--- src/sv/adcra_pkg.sv ---
// shared types and constants for the adc ring moving average block
package adcra_pkg;

    // fixed by the channel count of the converter front end
    localparam int CHANNELS = 4;
    localparam int SAMPLE_W = 8;
    localparam int LANE_W   = 2;
    localparam int ROW_W    = CHANNELS * SAMPLE_W;

    localparam logic OP_STORE = 1'b0;
    localparam logic OP_READ  = 1'b1;

    typedef struct packed {
        logic                opcode;
        logic [SAMPLE_W-1:0] sample_ch0;
        logic [SAMPLE_W-1:0] sample_ch1;
        logic [SAMPLE_W-1:0] sample_ch2;
        logic [SAMPLE_W-1:0] sample_ch3;
        logic [2:0]          read_channel;
    } req_item_t;

    typedef struct packed {
        logic [SAMPLE_W-1:0] average;
        logic                channel_error;
    } rsp_item_t;

endpackage

--- src/sv/adcra_ram.sv ---
// generic single write port ram with registered read
module adcra_ram #(
    parameter int WIDTH = 32,
    parameter int DEPTH = 16
) (
    input  logic                     clk,
    input  logic                     we,
    input  logic [$clog2(DEPTH)-1:0] waddr,
    input  logic [WIDTH-1:0]         wdata,
    input  logic [$clog2(DEPTH)-1:0] raddr,
    output logic [WIDTH-1:0]         rdata
);

    logic [WIDTH-1:0] mem [DEPTH];

    always_ff @(posedge clk)
    begin
        if (we)
        begin
            mem[waddr] <= wdata;
        end
        rdata <= mem[raddr];
    end

endmodule

--- src/sv/adc_ring_moving_average.sv ---
// top level: four-channel sample ring with windowed average readout
// store beat: one ram row write (all channels side by side); the block stays ready for the next beat
// read beat, valid channel: the window is walked (S_WALK), divided (S_DIV) and handed out (S_DONE),
//   and the block takes a new beat in the same cycle that rsp_valid rises; one ram row read per cycle
//   over the window and one reciprocal multiply by AVG_COUNT
// read beat, bad channel: goes straight to S_DONE, skipping walk and divide; a held output adds its wait
// reset: async active low; row valid flags cleared at once, unwritten rows read zero
module adc_ring_moving_average
    import adcra_pkg::*;
#(
    parameter int BUF_DEPTH = 16,
    parameter int AVG_COUNT = 8
) (
    input  logic      clk,
    input  logic      rst_n,
    input  logic      req_valid,
    output logic      req_ready,
    input  req_item_t req,
    output logic      rsp_valid,
    input  logic      rsp_ready,
    output rsp_item_t rsp
);

    localparam int POS_W = $clog2(BUF_DEPTH);
    localparam int CNT_W = $clog2(AVG_COUNT + 1);
    // sum of AVG_COUNT bytes stays below 256 * AVG_COUNT
    localparam int SUM_W = SAMPLE_W + $clog2(AVG_COUNT);
    // floor(sum / AVG_COUNT) as (sum * REC_M) >> REC_SH, exact over the whole sum range
    localparam int REC_SH = SUM_W + $clog2(AVG_COUNT);
    localparam int REC_W  = SUM_W + 2;
    localparam int PROD_W = SUM_W + REC_W;
    localparam logic [REC_W-1:0] REC_M =
        REC_W'(((64'd1 << REC_SH) + 64'(AVG_COUNT) - 64'd1) / 64'(AVG_COUNT));
    localparam logic [POS_W-1:0] LAST_POS = POS_W'(BUF_DEPTH - 1);

    typedef enum logic [1:0] {
        S_IDLE,
        S_WALK,
        S_DIV,
        S_DONE
    } state_t;

    state_t               state_reg;
    logic [POS_W-1:0]     wr_pos_reg;
    logic [POS_W-1:0]     wr_pos_next;
    logic [BUF_DEPTH-1:0] row_valid_reg;
    logic [POS_W-1:0]     rd_pos_reg;
    logic [LANE_W-1:0]    lane_reg;
    logic [CNT_W-1:0]     issue_cnt_reg;
    logic                 acc_en_reg;
    logic                 hit_valid_reg;
    logic [SUM_W-1:0]     sum_reg;
    logic [SAMPLE_W-1:0]  quot_reg;
    logic                 err_reg;
    logic                 rsp_valid_reg;
    rsp_item_t            rsp_reg;

    logic                 req_fire;
    logic                 store_fire;
    logic                 issue;
    logic [ROW_W-1:0]     row_rdata;
    logic [SAMPLE_W-1:0]  lane_byte;
    logic [PROD_W-1:0]    div_prod;
    logic                 rsp_free;

    assign req_ready  = (state_reg == S_IDLE);
    assign req_fire   = req_valid && req_ready;
    assign store_fire = req_fire && (req.opcode == OP_STORE);
    assign rsp_valid  = rsp_valid_reg;
    assign rsp        = rsp_reg;
    assign rsp_free   = !rsp_valid_reg || rsp_ready;

    // ring write position advances before the row is written
    assign wr_pos_next = (wr_pos_reg == LAST_POS) ? '0 : wr_pos_reg + POS_W'(1);

    // one read per cycle while the window is not yet fully issued
    assign issue = (state_reg == S_WALK) && (issue_cnt_reg != CNT_W'(AVG_COUNT));

    // sample ring: one row per write position, channel 0 in the low lane
    adcra_ram #(
        .WIDTH (ROW_W),
        .DEPTH (BUF_DEPTH)
    ) u_ring (
        .clk   (clk),
        .we    (store_fire),
        .waddr (wr_pos_next),
        .wdata ({req.sample_ch3, req.sample_ch2, req.sample_ch1, req.sample_ch0}),
        .raddr (rd_pos_reg),
        .rdata (row_rdata)
    );

    // a row never written since reset counts as zero
    assign lane_byte = hit_valid_reg ? row_rdata[lane_reg*SAMPLE_W +: SAMPLE_W] : '0;

    // reciprocal multiply, quotient known to fit in one byte
    assign div_prod = {{REC_W{1'b0}}, sum_reg} * {{SUM_W{1'b0}}, REC_M};

    always_ff @(posedge clk or negedge rst_n)
    begin
        if (!rst_n)
        begin
            state_reg     <= S_IDLE;
            wr_pos_reg    <= '0;
            row_valid_reg <= '0;
            rd_pos_reg    <= '0;
            lane_reg      <= '0;
            issue_cnt_reg <= '0;
            acc_en_reg    <= 1'b0;
            hit_valid_reg <= 1'b0;
            sum_reg       <= '0;
            quot_reg      <= '0;
            err_reg       <= 1'b0;
            rsp_valid_reg <= 1'b0;
            rsp_reg       <= '0;
        end
        else
        begin
            // the done step reloads the slot itself
            if (rsp_valid_reg && rsp_ready && (state_reg != S_DONE))
            begin
                rsp_valid_reg <= 1'b0;
            end

            // data of the previous issue arrives now
            acc_en_reg <= issue;
            if (issue)
            begin
                hit_valid_reg <= row_valid_reg[rd_pos_reg];
                issue_cnt_reg <= issue_cnt_reg + CNT_W'(1);
                rd_pos_reg    <= (rd_pos_reg == '0) ? LAST_POS : rd_pos_reg - POS_W'(1);
            end
            if (acc_en_reg)
            begin
                sum_reg <= sum_reg + SUM_W'(lane_byte);
            end

            unique case (state_reg)
                S_IDLE:
                begin
                    if (store_fire)
                    begin
                        wr_pos_reg                 <= wr_pos_next;
                        row_valid_reg[wr_pos_next] <= 1'b1;
                    end
                    else if (req_fire)
                    begin
                        if (req.read_channel >= 3'(CHANNELS))
                        begin
                            quot_reg  <= '0;
                            err_reg   <= 1'b1;
                            state_reg <= S_DONE;
                        end
                        else
                        begin
                            lane_reg      <= req.read_channel[LANE_W-1:0];
                            rd_pos_reg    <= wr_pos_reg;
                            issue_cnt_reg <= '0;
                            sum_reg       <= '0;
                            err_reg       <= 1'b0;
                            state_reg     <= S_WALK;
                        end
                    end
                end
                S_WALK:
                begin
                    if (!issue && !acc_en_reg)
                    begin
                        state_reg <= S_DIV;
                    end
                end
                S_DIV:
                begin
                    quot_reg  <= div_prod[REC_SH +: SAMPLE_W];
                    state_reg <= S_DONE;
                end
                S_DONE:
                begin
                    // wait until the output slot is free
                    if (rsp_free)
                    begin
                        rsp_reg.average       <= quot_reg;
                        rsp_reg.channel_error <= err_reg;
                        rsp_valid_reg         <= 1'b1;
                        state_reg             <= S_IDLE;
                    end
                end
                default:
                begin
                    state_reg <= S_IDLE;
                end
            endcase
        end
    end

    // window sum never exceeds AVG_COUNT full-scale samples
    a_sum_bound: assert property (@(posedge clk) disable iff (!rst_n)
        (state_reg == S_DIV) |->
        (sum_reg <= SUM_W'(((1 << SAMPLE_W) - 1) * AVG_COUNT)))
        else $error("window sum out of range");

    // ram data is only accumulated inside a window walk
    a_acc_in_walk: assert property (@(posedge clk) disable iff (!rst_n)
        acc_en_reg |-> (state_reg == S_WALK))
        else $error("accumulate outside walk");

    // never more reads than the window holds
    a_issue_bound: assert property (@(posedge clk) disable iff (!rst_n)
        issue_cnt_reg <= CNT_W'(AVG_COUNT))
        else $error("window overrun");

    // an error beat carries a zero average
    a_err_zero: assert property (@(posedge clk) disable iff (!rst_n)
        (rsp_valid && rsp.channel_error) |-> (rsp.average == '0))
        else $error("error beat with nonzero average");

endmodule
--- config.mk ---
export PLATFORM = sky130hd
export DESIGN_NAME = adc_ring_moving_average
export DESIGN_NICKNAME = d
export VERILOG_FILES = /design/src/sv/adcra_pkg.sv /design/src/sv/adcra_ram.sv /design/src/sv/adc_ring_moving_average.sv
export SDC_FILE = /design/constraint.sdc
export NUM_CORES = 1
export LEC_CHECK = 0
export BUFFER_PORTS_ARGS = -buffer_cell sky130_fd_sc_hd__buf_2
export CAP_MARGIN = 10
export CELL_PAD_IN_SITES_DETAIL_PLACEMENT = 1
export CELL_PAD_IN_SITES_GLOBAL_PLACEMENT = 1
export CORE_MARGIN = 2
export CORE_UTILIZATION = 45
export CTS_CLUSTER_SIZE = 8
export DETAILED_ROUTE_END_ITERATION = 16
export HOLD_SLACK_MARGIN = 0.15
export PLACE_DENSITY = 0.73
export SLEW_MARGIN = 20
export SYNTH_ARGS = -nofsm -noshare
export SYNTH_HDL_FRONTEND = slang
export SYNTH_SLANG_ARGS = --single-unit
--- constraint.sdc ---
create_clock -name clk -period 8.4 [get_ports clk]
set_input_delay 0.84 -clock clk [delete_from_list [all_inputs] [get_ports clk]]
set_output_delay 0.84 -clock clk [all_outputs]
set_load 0.1 [all_outputs]
# Yosys cells after proc, flatten, opt, wreduce, memory -nomap -nowiden
# Memory sizes are Yosys's and may differ from the RTL's. A register that Yosys moved wholly into a read port is not among the register bits.
# Index checks and enable logic that the tools add are counted.
# word_totals
regBits	64
ramBits	512
inputBits	40
output_inout_bits	11
elab_cells	97
mem_count	1
# classes
n_addsub	4
n_lt_le_gt_ge	4
eq_ne	11
n_shift	1
n_mux	38
bitwise	4
n_reduce_logical	20
# mem_list
memory	words	word_bits	read_ports	rd_ports_with_merged_regs	write_ports	line	text
u_ring.mem	16	32	1	1	1	adcra_ram.sv:14	logic [WIDTH-1:0] mem [DEPTH];
# ops
operator	n
11-bit 2-to-1 mux	5
4-bit 2-to-1 mux	12
8-bit 2-to-1 mux	4
32-bit by 6-bit indexed part select with 8-bit output	1
16-bit bitwise OR	1
8-bit case mux with 2 select lines	1
4-bit AND reduction	3
11-bit by 8-bit adder with 11-bit output	1
4-bit by 5-bit < comparator with 1-bit output, second input constant	2
2-bit 2-to-1 mux	5
4-bit by 1-bit adder with 4-bit output, second input constant	2
1-bit 2-to-1 mux	8
2-bit case mux with 4 select lines	1
1-bit logical AND	7
2-bit by 1-bit != test with 1-bit output, second input constant	3
2-bit != test, second input constant	3
1-bit binary-select mux with 4-bit select	1
1-bit demux with 4-bit select	1
2-bit equality test, second input constant	2
4-bit equality test, second input constant	1
4-bit by 1-bit >= comparator with 1-bit output, second input constant	1
4-bit zero test	1
4-bit != test, second input constant	1
2-bit AND reduction	2
9 further kinds	13

# Logic depth before layout (Yosys ltp)
# logic_depth
ltp_word	8
mapped_depth	11
ltp_nobuf	10

# By module
# Synthesis repeated with hierarchy kept, for this count alone.
# hier_totals
cells_unflattened	1180
hier_area_um2	23347.4
# modules_own_cells
mod	n_inst	cells_per_inst	area_per_inst_um2
adcra_ram	1	838	19835.3
adc_ring_moving_average	1	342	3512.1

# Worst setup path before layout
# Ideal clock, no wire load.
# synth_path
kind	register -> register
from	register state_reg[0]
to	memory u_ring.mem[0][0], enable pin
setup_time_ps	422
arrival_ps	3570
required_time_ps	7978
slack_ps	4408
stages_incl_launch_ff	8
n_path_buf	1
cell_sequence	dfrtp_1 > inv_1 > ha_1 > clkbuf_1 > nand2_1 > nor2_1 > nand2_1 > nor2_1
# synth_via
elab_chain_len	5
# synth_lines
item	line	text
start: declaration	adc_ring_moving_average.sv:43	state_t state_reg;
start signal: assignment	adc_ring_moving_average.sv:102	state_reg <= S_IDLE;
start signal: assignment	adc_ring_moving_average.sv:151	state_reg <= S_DONE;
start signal: assignment	adc_ring_moving_average.sv:160	state_reg <= S_WALK;
2-bit zero test	adc_ring_moving_average.sv:66	assign req_ready = (state_reg == S_IDLE);
via req_ready	adc_ring_moving_average.sv:17	output logic req_ready,
1-bit logical AND	adc_ring_moving_average.sv:67	assign req_fire = req_valid && req_ready;
1-bit logical AND	adc_ring_moving_average.sv:68	assign store_fire = req_fire && (req.opcode == OP_STORE);
1-bit 2-to-1 mux	adcra_ram.sv:18	if (we)
1-bit 2-to-1 mux (not written as such)	adcra_ram.sv:20	mem[waddr] <= wdata;
end: declaration	adcra_ram.sv:14	
# The timed path passes the listed nets, and every way through them passes these cells.

# Final worst setup path
# layout_path
from	register state_reg[0]
to	memory u_ring.mem[11][28], enable pin
# layout_via
elab_chain_len	5
# layout_lines
item	line
2-bit zero test	adc_ring_moving_average.sv:66
1-bit logical AND	adc_ring_moving_average.sv:67
1-bit logical AND	adc_ring_moving_average.sv:68
1-bit 2-to-1 mux	adcra_ram.sv:18
1-bit 2-to-1 mux (not written as such)	adcra_ram.sv:20
# Every way passes these cells.

==> results.cfg <==
[sta]
clock_skew_ns = 0.02829
rsz0062_at_grt = no
final-setup-viol-count = 0
holdWs_ns = 0.4211
drv_slew = 0
max_slew_margin = 0.2780
tightest_slew_ns = 1.083
timing.fmax_mhz = 287.1
post-route-period-util = 0.4147
hold_viol = 0
fin_ws_ns = 4.917
min_period_ns = 3.483
fin_tns_setup_ns = 0

[synthesis]
synth_nets = 1167
synth_flop_cell = edfxtp_1
synth.top_cell.area_share = 0.6584
ys_warn_count = 0
synthTopCellsByCount = edfxtp_1, mux4_2, dfrtp_1
synth_top_cell_by_area = edfxtp_1
synthCells = 1106
syn_area_per_cell_um2 = 21.11
synth_seq_cells = 608
synth_edf_count = 512
syn_area_mm2 = 0.02335
synthArstFlopShare = 0.1053
ys_types = 43
yosys-top-cells-area = edfxtp_1, mux4_2, dfrtp_1
yosysSeqAreaShare = 0.7544
yosysMostFrequentCell = edfxtp_1

[detailed_routing]
wl_per_cell_um = 27.95
totalWireLength_um = 54930
avgViaCountPerCell = 5.817
initialDrtViolationCount = 1013
drtAntennaViolNets = 0
drtPass1Iterations = 5
drc = 0
via_count = 11430

[placement]
dp_hpwl_um = 30220
pre_cts_ws_ns = 4.842
gp_congestion = 0.7428
portBuffers = 50
placedCellCount = 1808

[cts]
cts.sinks = 608
clockBufferDepth = 3
numCtsBuffers = 86
postCtsHoldBufs = 0
cts.repair.resized = 0
cts_tree = built
ctsHtreeMaxLevel = 3
cts_setup_buffers = 0
clock_latency_ns = 0.63
root_buffer = clkbuf_16
clkSlewWorstSetupHoldPaths_ns = 0.05

[final_layout]
final_cell_count_no_fill = 1965
drive_above_1_share = 0.2928
area_growth_pct = 16.19
final_core_util = 0.5289
largest_reg_flops = 512
nNetsFinal = 1277

[setup_path]
crit_top_cell = nand2_1
cp_slowest_stage_delay_ns = 0.67
crit_family = simple AND/OR/NAND/NOR gates
worstPathRequired_ns = 8.65
path_cells = inv_1 -> ha_1 -> nand2_1 -> nor2_1 -> nand2_1 -> nor2_4 -> buf_4
slowest_stage = nor2_1
crit_path_start_kind = flop
worstSetupEndpointType = flop
critPathArrivalTime_ns = 3.73
worst-setup-path-type = reg2reg
timing.critical_path.buf_inv = 2
cp_max_fo = 25

[floorplan]
core-area_mm2 = 0.05130
die_area_mm2 = 0.05373
pin_count = 51
die_w_um = 231.8
fp.dieH_um = 231.8
num_rows = 83
start_util = 0.4552

[power_and_ir_drop]
leakage_uw = 0.009127
vdd_drop_max_mv = 0.2313
pwr_density_cell_mw_per_mm2 = 349.8

[global_route]
grt_first_pass_wirelength_um = 82400
grt-ovfl-total = 0
grt_pass1_vias = 12240
antenna_found_initial = 3
grt_max_degree = 94
grt.total_usage = 0.2122

[flow_run]
cap_violations = 0

[status]
outcome = finished, final reports clean

[min_path]
hold_class = in2async
-- stage by stage --
stage / instance area (um^2) / total power, uW
floorplan: 23350 / 5623
global placement: 24480 / 6208
detailed placement: 24580 / 6292
finish: 27130 / 9489
global route: 27130 / 9882
CTS: 27120 / 9586
-- layout by cell type (no fill, tap or decap), types with 11 or more instances in the layout --
cell type and n:
dfxtp_1 32, a21oi_1 11, or2_2 13, clkbuf_16 87
nand3_1 16, buf_2 50, o21ai_0 28, nor2_4 16
mux4_2 171, dfrtp_1 60, nor2_1 22, clkbuf_1 63
edfxtp_1 512, buf_4 18, ha_1 20, nand2_1 47
inv_1 23
-- kinds of logic (layout without fill, tap and decap cells) --
group	count (synthesis)	count (layout)	synth area share
AND/OR/NAND/NOR	142	142	0.02792
multiplexers	181	181	0.1693
other	0	1	0
flip-flops	608	608	0.7544
buffers and inverters	75	253	0.01495
adder cells (fa/ha/maj)	21	21	0.01157
XOR/XNOR	11	11	0.004126
AO/OA/AOI/OAI	68	68	0.01768
-- layout make-up --
type	instances	area [um^2]
Fill cell	4507	24170
Multi-Input combinational cell	423	5522
Antenna cell	1	2.502
Clock buffer	150	2414
Sequential cell	608	17630
Inverter	24	90.09
Clock inverter	6	125.1
Tap cell	680	850.8
Timing Repair Buffer	73	500.5
-- per-layer routing --
metal,track usage,share of wire,up-vias
met5,0,0.00055,-
met4,0.07312,0.031,4
met3,0.05157,0.065,110
met1,0.2905,0.42,6154
met2,0.3354,0.49,430
li1,-,-,4733
-- final timing paths --
check | slack (ns) | endpoint | cells past startpoint | from
setup reg to reg | 4.92 | u_ring.mem[11][28] | 7 | state_reg[0]
hold reg to reg | 0.47 | rsp[6] | 2 | rsp[6]
min in group clk | 0.46 | lane_reg[0] | 3 | req[0]
setup / recovery | 4.92 | u_ring.mem[11][28] | 7 | state_reg[0]
hold / removal | 0.42 | wr_pos_reg[3] | 2 | rst_n
max in group asynchronous | 7.36 | rd_pos_reg[0] | 2 | rst_n
-- power breakdown --
group | leakage, uW | internal (uW) | switching, uW
registers | 0.00570 | 3550 | 362
logic | 0.00222 | 1130 | 1190
clock network | 0.00121 | 1970 | 1280
No activity file was read; power rests on OpenSTA's default activity.
